<file path="config.mk">
export PLATFORM = sky130hd
export DESIGN_NAME = npp_core
export DESIGN_NICKNAME = d
export VERILOG_FILES = /design/src/rtl/npp_pkg.sv /design/src/rtl/npp_mul.sv /design/src/rtl/npp_core.sv
export SDC_FILE = /design/constraint.sdc
export NUM_CORES = 2
export LEC_CHECK = 0
export BUFFER_PORTS_ARGS = -buffer_cell sky130_fd_sc_hd__buf_2
export CAP_MARGIN = 15
export CELL_PAD_IN_SITES_DETAIL_PLACEMENT = 0
export CELL_PAD_IN_SITES_GLOBAL_PLACEMENT = 2
export CORE_MARGIN = 2
export CORE_UTILIZATION = 41
export CTS_BUF_LIST = sky130_fd_sc_hd__clkbuf_2
export CTS_CLUSTER_DIAMETER = 150
export CTS_CLUSTER_SIZE = 40
export DETAILED_ROUTE_END_ITERATION = 7
export PLACE_DENSITY_LB_ADDON = 0.3
export SYNTH_ARGS = -nofsm -noshare
export SYNTH_HDL_FRONTEND = slang
export SYNTH_SLANG_ARGS = --single-unit
export TNS_END_PERCENT = 100
</file>
<file path="constraint.sdc">
create_clock -name clock -period 12.3 [get_ports clock]
set_input_delay 3.075 -clock clock [delete_from_list [all_inputs] [get_ports clock]]
set_output_delay 3.075 -clock clock [all_outputs]
set_load 0.02 [all_outputs]
</file>
<file path="src/rtl/npp_pkg.sv">
`default_nettype none

package npp_pkg;

   // Shared multiplier operand and product widths
   localparam int MA_W = 38;
   localparam int MB_W = 22;
   localparam int MP_W = MA_W + MB_W;

   localparam int STEP_W = 5;

   // Multiplier issue slots of the per-item sequence
   localparam logic [STEP_W-1:0] MS_PX   = 5'd0;
   localparam logic [STEP_W-1:0] MS_PY   = 5'd1;
   localparam logic [STEP_W-1:0] MS_PZ   = 5'd2;
   localparam logic [STEP_W-1:0] MS_MX   = 5'd3;
   localparam logic [STEP_W-1:0] MS_MY   = 5'd4;
   localparam logic [STEP_W-1:0] MS_MZ   = 5'd5;
   localparam logic [STEP_W-1:0] MS_DL   = 5'd6;
   localparam logic [STEP_W-1:0] MS_DH   = 5'd7;
   localparam logic [STEP_W-1:0] MS_CC   = 5'd8;
   localparam logic [STEP_W-1:0] MS_QX   = 5'd9;
   localparam logic [STEP_W-1:0] MS_QY   = 5'd10;
   localparam logic [STEP_W-1:0] MS_QZ   = 5'd11;
   localparam logic [STEP_W-1:0] MS_W00  = 5'd12;
   localparam logic [STEP_W-1:0] MS_W01  = 5'd13;
   localparam logic [STEP_W-1:0] MS_W10  = 5'd14;
   localparam logic [STEP_W-1:0] MS_W11  = 5'd15;
   localparam logic [STEP_W-1:0] MS_LAST = MS_W11;
   // Non-multiply sequencer points
   localparam logic [STEP_W-1:0] ST_D16  = 5'd4;
   localparam logic [STEP_W-1:0] ST_C16  = 5'd7;
   localparam logic [STEP_W-1:0] ST_FIN  = 5'd17;

   typedef struct packed {
      logic signed [31:0] px;
      logic signed [31:0] py;
      logic signed [31:0] pz;
      logic signed [17:0] mx;
      logic signed [17:0] my;
      logic signed [17:0] mz;
      logic signed [17:0] nx;
      logic signed [17:0] ny;
      logic signed [17:0] nz;
      logic signed [31:0] d;
      logic               last;
   } item_type;

   typedef struct packed {
      logic signed [31:0] qx;
      logic signed [31:0] qy;
      logic signed [31:0] qz;
      logic [63:0]        score;
      logic               last;
   } res_type;

   typedef struct packed {
      logic busy;
      logic fin;
   } stat_type;

endpackage

`default_nettype wire

</file>
<file path="src/rtl/npp_mul.sv">
`default_nettype none

module npp_mul (
   input  wire logic                              clock,
   input  wire logic signed [npp_pkg::MA_W-1:0]   mul_a,
   input  wire logic signed [npp_pkg::MB_W-1:0]   mul_b,
   output logic signed      [npp_pkg::MP_W-1:0]   prod_ff
);
   import npp_pkg::*;

   always_ff @(posedge clock) begin
      prod_ff <= MP_W'(mul_a * mul_b);
   end

endmodule

`default_nettype wire

</file>
<file path="src/rtl/npp_core.sv">
`default_nettype none

module npp_core (
   input  wire logic               clock,
   input  wire logic               reset,
   input  wire logic               start,
   input  wire npp_pkg::item_type  item,
   input  wire logic               fin_ack,
   output npp_pkg::stat_type       stat,
   output npp_pkg::res_type        res
);
   import npp_pkg::*;

   localparam logic [52:0]  D16_RND = 53'd32769;   // 2^15 + 1 folds the negate
   localparam logic [37:0]  C16_RND = 38'd32768;
   localparam logic [55:0]  Q_RND   = 56'd32768;
   localparam logic [32:0]  W_ONE   = 33'h1_0000_0000;

   logic                     busy_ff;
   logic [STEP_W-1:0]        st_ff;
   logic                     pvld_ff;
   logic [STEP_W-1:0]        ptag_ff;
   item_type                 item_ff;
   logic signed [52:0]       sacc_ff;
   logic signed [36:0]       cacc_ff;
   logic signed [36:0]       d16_ff;
   logic signed [21:0]       c16_ff;
   logic signed [71:0]       a2_ff;
   logic [32:0]              w_ff;
   logic [104:0]             sc_ff;
   logic signed [31:0]       qx_ff;
   logic signed [31:0]       qy_ff;
   logic signed [31:0]       qz_ff;

   logic signed [MA_W-1:0]   mul_a;
   logic signed [MB_W-1:0]   mul_b;
   logic signed [MP_W-1:0]   prod_ff;
   logic [52:0]              d16_sum;
   logic [37:0]              c16_sum;

   function automatic logic signed [31:0] proj_sat(
      input logic signed [31:0]     p,
      input logic signed [MP_W-1:0] pr
   );
      logic signed [55:0] sum;
      logic signed [39:0] v;
      begin
         sum = (56'(p) <<< 16) + 56'(pr) + Q_RND;
         v   = sum[55:16];
         if (v[39:31] != {9{v[39]}}) begin
            proj_sat = v[39] ? 32'sh8000_0000 : 32'sh7fff_ffff;
         end else begin
            proj_sat = v[31:0];
         end
      end
   endfunction

   npp_mul u_mul (
      .clock   (clock),
      .mul_a   (mul_a),
      .mul_b   (mul_b),
      .prod_ff (prod_ff)
   );

   // operand select per issue slot
   always_comb begin
      mul_a = '0;
      mul_b = '0;
      unique case (st_ff)
         MS_PX: begin mul_a = MA_W'(item_ff.px); mul_b = MB_W'(item_ff.nx); end
         MS_PY: begin mul_a = MA_W'(item_ff.py); mul_b = MB_W'(item_ff.ny); end
         MS_PZ: begin mul_a = MA_W'(item_ff.pz); mul_b = MB_W'(item_ff.nz); end
         MS_MX: begin mul_a = MA_W'(item_ff.mx); mul_b = MB_W'(item_ff.nx); end
         MS_MY: begin mul_a = MA_W'(item_ff.my); mul_b = MB_W'(item_ff.ny); end
         MS_MZ: begin mul_a = MA_W'(item_ff.mz); mul_b = MB_W'(item_ff.nz); end
         MS_DL: begin
            mul_a = MA_W'(d16_ff);
            mul_b = MB_W'({1'b0, d16_ff[17:0]});
         end
         MS_DH: begin
            mul_a = MA_W'(d16_ff);
            mul_b = MB_W'($signed(d16_ff[36:18]));
         end
         MS_CC: begin mul_a = MA_W'(c16_ff); mul_b = c16_ff; end
         MS_QX: begin mul_a = MA_W'(d16_ff); mul_b = MB_W'(item_ff.nx); end
         MS_QY: begin mul_a = MA_W'(d16_ff); mul_b = MB_W'(item_ff.ny); end
         MS_QZ: begin mul_a = MA_W'(d16_ff); mul_b = MB_W'(item_ff.nz); end
         MS_W00: begin
            mul_a = MA_W'({1'b0, a2_ff[36:0]});
            mul_b = MB_W'({1'b0, w_ff[20:0]});
         end
         MS_W01: begin
            mul_a = MA_W'({1'b0, a2_ff[36:0]});
            mul_b = MB_W'({1'b0, w_ff[32:21]});
         end
         MS_W10: begin
            mul_a = MA_W'({1'b0, a2_ff[70:37]});
            mul_b = MB_W'({1'b0, w_ff[20:0]});
         end
         MS_W11: begin
            mul_a = MA_W'({1'b0, a2_ff[70:37]});
            mul_b = MB_W'({1'b0, w_ff[32:21]});
         end
         default: begin
            mul_a = '0;
            mul_b = '0;
         end
      endcase
   end

   assign d16_sum = ~sacc_ff + D16_RND;
   assign c16_sum = 38'(cacc_ff) + C16_RND;

   always_ff @(posedge clock) begin
      if (reset) begin
         busy_ff <= 1'b0;
         st_ff   <= '0;
         pvld_ff <= 1'b0;
      end else begin
         pvld_ff <= busy_ff && (st_ff <= MS_LAST);
         if (start) begin
            busy_ff <= 1'b1;
            st_ff   <= '0;
         end else if (busy_ff) begin
            if (st_ff == ST_FIN) begin
               if (fin_ack) begin
                  busy_ff <= 1'b0;
               end
            end else begin
               st_ff <= st_ff + 1'b1;
            end
         end
      end
   end

   always_ff @(posedge clock) begin
      ptag_ff <= st_ff;
      if (start) begin
         item_ff <= item;
         sacc_ff <= 53'(item.d) <<< 16;
         cacc_ff <= '0;
         sc_ff   <= '0;
      end else begin
         if (busy_ff && st_ff == ST_D16) begin
            d16_ff <= $signed(d16_sum[52:16]);
         end
         if (busy_ff && st_ff == ST_C16) begin
            c16_ff <= $signed(c16_sum[37:16]);
         end
         if (pvld_ff) begin
            unique case (ptag_ff) inside
               MS_PX, MS_PY, MS_PZ: sacc_ff <= sacc_ff + $signed(prod_ff[52:0]);
               MS_MX, MS_MY, MS_MZ: cacc_ff <= cacc_ff + $signed(prod_ff[36:0]);
               MS_DL: a2_ff <= 72'(prod_ff);
               MS_DH: a2_ff <= a2_ff + (72'(prod_ff) <<< 18);
               MS_CC: begin
                  if (prod_ff[40:32] != 9'd0) begin
                     w_ff <= '0;
                  end else begin
                     w_ff <= W_ONE - 33'(prod_ff[31:0]);
                  end
               end
               MS_QX: qx_ff <= proj_sat(item_ff.px, prod_ff);
               MS_QY: qy_ff <= proj_sat(item_ff.py, prod_ff);
               MS_QZ: qz_ff <= proj_sat(item_ff.pz, prod_ff);
               MS_W00: sc_ff <= sc_ff + 105'(prod_ff[58:0]);
               MS_W01: sc_ff <= sc_ff + (105'(prod_ff[58:0]) << 21);
               MS_W10: sc_ff <= sc_ff + (105'(prod_ff[58:0]) << 37);
               MS_W11: sc_ff <= sc_ff + (105'(prod_ff[58:0]) << 58);
               default: ;
            endcase
         end
      end
   end

   assign stat.busy = busy_ff;
   assign stat.fin  = busy_ff && (st_ff == ST_FIN);

   assign res.qx    = qx_ff;
   assign res.qy    = qy_ff;
   assign res.qz    = qz_ff;
   assign res.score = (sc_ff[104:96] != 9'd0) ? '1 : sc_ff[95:32];
   assign res.last  = item_ff.last;

endmodule

`default_nettype wire

</file>
Word-level counts from Yosys, hierarchy flattened
Cells that the tools add are included.
{ "op_classes": {"addsub": 17, "multipliers": 1, "n_lt_le_gt_ge": 1, "n_eq_ne": 34, "muxes": 18, "bitwise_logic": 3, "reduce_logical": 35} }
{ "ops": {"columns": ["op", "count"], "rows": [
  ["105-bit one-hot mux with 4 select lines", 1],
  ["38-bit one-hot mux with 10 select lines", 1],
  ["32-bit two-way mux", 6],
  ["22-bit one-hot mux with 8 select lines", 1],
  ["56-bit by 16-bit adder with 56-bit output, second input constant", 3],
  ["56-bit adder", 3],
  ["53-bit two-way mux", 3],
  ["72-bit one-hot mux with 2 select lines", 1],
  ["105-bit adder", 1],
  ["105-bit by 59-bit adder with 105-bit output", 1],
  ["105-bit by 80-bit adder with 105-bit output", 1],
  ["105-bit by 96-bit adder with 105-bit output", 1],
  ["5-bit by 4-bit equality test with 1-bit output, second input constant", 16],
  ["72-bit adder", 1],
  ["64-bit two-way mux", 1],
  ["38-bit by 22-bit multiplier with 60-bit output", 1],
  ["53-bit by 16-bit adder with 53-bit output, second input constant", 1],
  ["53-bit adder", 1],
  ["53-bit NOT", 1],
  ["5-bit by 3-bit equality test with 1-bit output, second input constant", 8],
  ["37-bit by 17-bit adder with 38-bit output, second input constant", 1],
  ["37-bit adder", 1],
  ["33-bit by 32-bit subtractor with 33-bit output, first input constant", 1],
  ["8-bit != test", 3],
  ["other kinds (17)", 50]
]} }
{ "totals": {"reg_bits": 732, "elab_cells": 135} }

Logic depth before layout (Yosys ltp)
{ "depth": {"word_depth": 5, "ltp_mapped": 39} }

Hierarchy
Synthesis repeated with hierarchy kept, for this count alone.
{ "unflattened": {"hier_cells": 9806, "area_unflattened_um2": 86175.1} }
{ "by_module_without_submodules": {"columns": ["module", "n_inst", "cells_each", "area_per_inst_um2", "seq_area_each_um2"], "rows": [
  ["npp_core", 1, 6622, 56809.5, 18447.7],
  ["npp_mul", 1, 3184, 29365.7, 1201.2]
]} }

Worst setup path before layout
OpenSTA, ideal clock, no wires.
{ "synth_path": {"path_type": "reg-to-reg", "from": "register st_ff[2]", "to": "register u_mul.prod_ff[59] (netlist bit)", "setup_ps": 120, "arrival_ps": 8741, "required_ps": 12180, "slack_ps": 3439, "path_stages_with_launch": 38, "n_path_buf": 6, "cell_sequence": "dfxtp_1 clkbuf_1 inv_1 nand2_1 nor2_1 clkbuf_1 clkbuf_1 a222oi_1 nand4_1 clkbuf_1 clkbuf_1 nand2_1 fa_1 fa_1 inv_1 fa_1 inv_1 fa_1 (+2 left out) inv_1 fa_1 inv_1 fa_1 ha_1 clkbuf_1 a21oi_1 nand2_1 a221oi_1 or4_1 nand4_1 a211o_1 a221o_1 nand4_1 and4b_1 o21ai_0 a21oi_1 xnor2_1"} }
{ "synth_via": {"elab_chain_len": 4, "word_cells_on_any_way": 27, "classes_between": "mul: 1; eq/ne: 15; mux: 2; reduce/logical: 9"} }
{ "synth_lines": {"columns": ["item", "line", "rtl"], "rows": [
  ["from (decl)", "npp_core.sv:20", "logic [STEP_W-1:0] st_ff;"],
  ["from (signal assigned)", "npp_core.sv:130", "st_ff <= st_ff + 1'b1;"],
  ["5-bit by 3-bit equality test with 1-bit output (tied with other cells)", "npp_core.sv:69", "unique case (st_ff)"],
  ["5-bit OR reduction (no source line) (tied with other cells)", null, null],
  ["38-bit one-hot mux with 10 select lines / 22-bit one-hot mux with 8 select lines (equally long branches)", "npp_core.sv:69", null],
  ["38-bit by 22-bit multiplier with 60-bit output (*)", "npp_mul.sv:12", "prod_ff <= MP_W'(mul_a * mul_b);"],
  ["to (signal assigned)", "npp_mul.sv:12", null],
  ["to (decl)", "npp_mul.sv:7", "output logic signed [npp_pkg::MP_W-1:0] prod_ff"]
]} }
Every way passes the cells marked *; elsewhere a longest branch is shown, timed or not.
A chain may end at the register's enable or synchronous reset.

Worst setup path after layout
{ "layout_path": {"from": "register st_ff[4]", "to": "register u_mul.prod_ff[59] (netlist bit)"} }
The elaborated chain is that of the path after synthesis.

==> results_tabular.tex <==
\begin{tabular}{lr}
\hline
Metric & Value \\
\hline
\multicolumn{2}{l}{\textbf{Yosys}} \\
\quad Synth Area in Simple Gates & 0.158 \\
\quad Area leader, netlist & fa\_1 \\
\quad Combinational family with the most area after synthesis & adder cells \\
\quad Share of synthesized area occupied by flip-flops and latches & 0.230 \\
\quad Post-synthesis average cell area & 8.76 um2 \\
\quad Most frequently used cell type in the post-synthesis netlist & nand2\_1 \\
\quad Number of flip-flops and latches in the synthesized netlist & 731 \\
\quad Distinct cells, synth & 91 \\
\quad Fraction of synthesized cell area taken by the top area cell type & 0.195 \\
\quad Mapped Area & 0.0854 mm2 \\
\quad Count of synthesis-stage warnings from yosys & 0 \\
\quad Cell count after synthesis & 9,746 \\
\quad Syn Nets & 11,500 \\
\quad Number of enable-type register cells in the synthesized netlist & 501 \\
\quad Most used standard cells in the synthesized netlist & nand2\_1 (1,234), inv\_1 (959), fa\_1 (831) \\
\quad Xor-xnor portion of the synthesized cell area & 0.0605 \\
\quad Post-synthesis compound-gate area fraction & 0.195 \\
\quad Most used flip-flop cell after synthesis & edfxtp\_1 \\
\quad Synth Area in Adders & 0.291 \\
\quad Async SR Flop Fraction & 0 \\
\quad Mux share of post-synthesis cell area & 0.00245 \\
\quad Area contributors post-synth & fa\_1 (19\%), edfxtp\_1 (18\%), ha\_1 (9.6\%) \\
\multicolumn{2}{l}{\textbf{STA}} \\
\quad Worst Hold Margin & 0.470 ns \\
\quad F\_max & 0.0841 GHz \\
\quad Final Skew & 0.344 ns \\
\quad Final setup violation count & 0 \\
\quad Final TNS setup & 0 ns \\
\quad Relative slew slack & 0.154 \\
\quad Pins over their slew limit & 0 \\
\quad RSZ-0062 raised after global routing & false \\
\quad Actual slew at the worst max-slew pin & 1.24 ns \\
\quad Final cycle utilization of the critical path & 0.967 \\
\quad Hold violation total from the final report & 0 \\
\quad Min Clock Period, post-route & 11.89 ns \\
\multicolumn{2}{l}{\textbf{Clock network}} \\
\quad Sinks on the clock net & 731 \\
\quad Cts bufs inserted & 35 \\
\quad CTS Root Cell & clkbuf\_2 \\
\quad Deepest level of the CTS H-tree & 2 \\
\quad Clock slew at the register clock pins of the worst setup and hold paths & 0.80 ns \\
\quad Clock Latency Late Sink & 1.92 ns \\
\quad Number of gates resized after CTS & 0 \\
\quad Number of post-CTS setup repair buffers & 0 \\
\quad Bufs on Longest Clock Path & 3 \\
\quad Number of hold buffers added after cts & 0 \\
\quad CTS tree & done \\
\multicolumn{2}{l}{\textbf{Detailed routing}} \\
\quad Remaining antenna violation count & 0 \\
\quad Total via count in the routed design & 78,100 \\
\quad DRC violations left & 2 \\
\quad Final wirelength & 382,000 um \\
\quad Routed via count divided by cell count & 6.11 \\
\quad Wire per inst & 29.9 um \\
\quad First-pass iteration count of the detailed router & 8 \\
\quad DR iter-0 viols & 9,207 \\
\multicolumn{2}{l}{\textbf{Finish}} \\
\quad Post-layout nets & 11,700 \\
\quad Share of cells above drive strength 1 & 0.0873 \\
\quad Synthesis-to-finish area growth & 7.65\% \\
\quad Post-Route Utilization & 0.444 \\
\quad Area of all placed cells without fillers & 0.0919 mm2 \\
\multicolumn{2}{l}{\textbf{Setup path}} \\
\quad Endpoint required time on the critical path & 13.94 ns \\
\quad Slowest cell on the critical path & and2\_1 \\
\quad FF-to-FF setup slack & 0.41 ns \\
\quad Largest fanout on the critical path & 26 \\
\quad Delay of the slowest cell on the worst path & 0.96 ns \\
\quad Critical path class & flip-flop to flip-flop \\
\quad Signal arrival time at the worst endpoint & 13.53 ns \\
\quad Worst setup SP type & flip-flop \\
\quad Endpoint class of the critical path & flip-flop \\
\quad Cell repeated most along the worst path & fa\_1 \\
\multicolumn{2}{l}{\textbf{Die}} \\
\quad Die area & 0.212 mm2 \\
\quad Ports placed on the boundary & 404 \\
\quad Die W & 460 um \\
\quad Effective utilization at floorplan & 0.412 \\
\quad Die Y-Extent & 460 um \\
\quad Cell Rows & 167 \\
\quad Floorplan core area & 0.207 mm2 \\
\multicolumn{2}{l}{\textbf{Global routing}} \\
\quad Via count of the first global-routing pass & 75,700 \\
\quad Initial antenna violation count & 52 \\
\quad Largest net degree at the start of global routing & 116 \\
\quad Total global routing track utilization & 0.353 \\
\quad Wire length of the first global-routing pass & 542,000 um \\
\quad Remaining global-route overflow & 0 \\
\multicolumn{2}{l}{\textbf{Run status}} \\
\quad Violated checks & DRC \\
\quad Result of the run & finished, violations left \\
\multicolumn{2}{l}{\textbf{Placement}} \\
\quad Standard cell area after detailed placement & 0.0912 mm2 \\
\quad Number of buffers inserted by port buffering & 403 \\
\quad HPWL Detailed & 294,000 um \\
\quad Final weighted congestion of routability-driven global placement & 1.00 \\
\multicolumn{2}{l}{\textbf{Job}} \\
\quad Count of max-cap constraint violations & 0 \\
\multicolumn{2}{l}{\textbf{Min path}} \\
\quad Class of the most critical hold timing path & flip-flop to flip-flop \\
\hline
\end{tabular}
-- critical path: cells and delay by family (launching register included) --
family          cells  cell delay [ns]
simple gates       10             3.06
compound gates      8             3.04
xor+xnor            1             0.14
fa+ha+maj           8             3.81
flops               1             0.69
buf+inv             6             0.83
-- cell usage in the layout, fill, tap and decap left out, types with 31 or more instances in the layout --
master | Yosys | final
nand2_1 | 1234 | 1234
inv_1 | 959 | 959
fa_1 | 831 | 831
a21oi_1 | 777 | 775
ha_1 | 654 | 654
nor2_1 | 638 | 622
o21ai_0 | 503 | 503
edfxtp_1 | 501 | 501
buf_2 | 1 | 402
xnor2_1 | 340 | 340
a21o_1 | 307 | 307
xor2_1 | 250 | 250
dfxtp_1 | 230 | 228
buf_4 | 2 | 225
nand3_1 | 188 | 187
and2_1 | 154 | 154
nand4_1 | 131 | 131
nor3_1 | 127 | 123
nand2b_1 | 100 | 100
a22oi_1 | 96 | 95
a211oi_1 | 97 | 87
a31oi_1 | 82 | 81
or2_2 | 78 | 78
o21a_1 | 77 | 77
o21bai_1 | 77 | 77
and3_1 | 59 | 59
a221oi_1 | 63 | 58
o211ai_1 | 58 | 58
nor2b_1 | 56 | 55
o31ai_1 | 47 | 47
a211o_1 | 47 | 47
clkbuf_2 | 0 | 41
a221o_1 | 40 | 39
or3_1 | 36 | 36
nor4_1 | 33 | 32
o221ai_1 | 31 | 31
-- cells by family (layout without fill, tap and decap cells) --
kind of cell / after synthesis / count (layout)
adder cells (fa/ha/maj): 1485 / 1485
other: 0 / 16
XOR/XNOR: 590 / 590
AO/OA/AOI/OAI: 2573 / 2573
multiplexers: 20 / 20
flip-flops: 731 / 731
AND/OR/NAND/NOR: 2931 / 2931
buffers and inverters: 1416 / 1657
-- worst paths after layout --
path                    from           endpoint  cells past startpoint
setup reg to reg    st_ff[4]  u_mul.prod_ff[59]                     33
hold reg to reg   cacc_ff[6]         cacc_ff[6]                      2
setup / recovery    st_ff[4]  u_mul.prod_ff[59]                     33
hold / removal    cacc_ff[6]         cacc_ff[6]                      2
-- layer usage --
metal  up-vias  track usage  routed length, um
met2      4031        0.556             170000
met5         -            0                207
met3       885       0.0631              34400
li1      34400            -                  -
met1     38800        0.455             150000
met4        32        0.207              26700
-- area by class of cell --
type,instances,area (um2)
Timing Repair Buffer,634,3790
Tap cell,2788,3490
Sequential cell,731,19700
Antenna cell,16,40.0
Multi-Input combinational cell,7599,60700
Clock buffer,41,205
Clock inverter,21,440
Inverter,961,3610
Fill cell,20700,115000
-- flip-flops by register name, summed over array words and instances (netlist names) --
signal,cells
w_ff,33
item_ff,204
sacc_ff,53
qy_ff,32
busy_ff,1
cacc_ff,37
d16_ff,37
qz_ff,32
qx_ff,32
ptag_ff,5
a2_ff,71
pvld_ff,1
c16_ff,22
res,1
st_ff,5
u_mul.prod_ff,60
sc_ff,105
-- per-stage QoR --
stage | setup WS, ns | instances
3_5_place_dp | 1.06 | 12700
6_report | 0.411 | 12800
3_3_place_gp | 1.15 | 12700
5_1_grt | 0.0749 | 12800
2_1_floorplan | 3.44 | 9746
4_1_cts | 0.703 | 12800
Power is not shown: default switching activity piles up to over one toggle a cycle in this logic, so the estimate is an artifact.
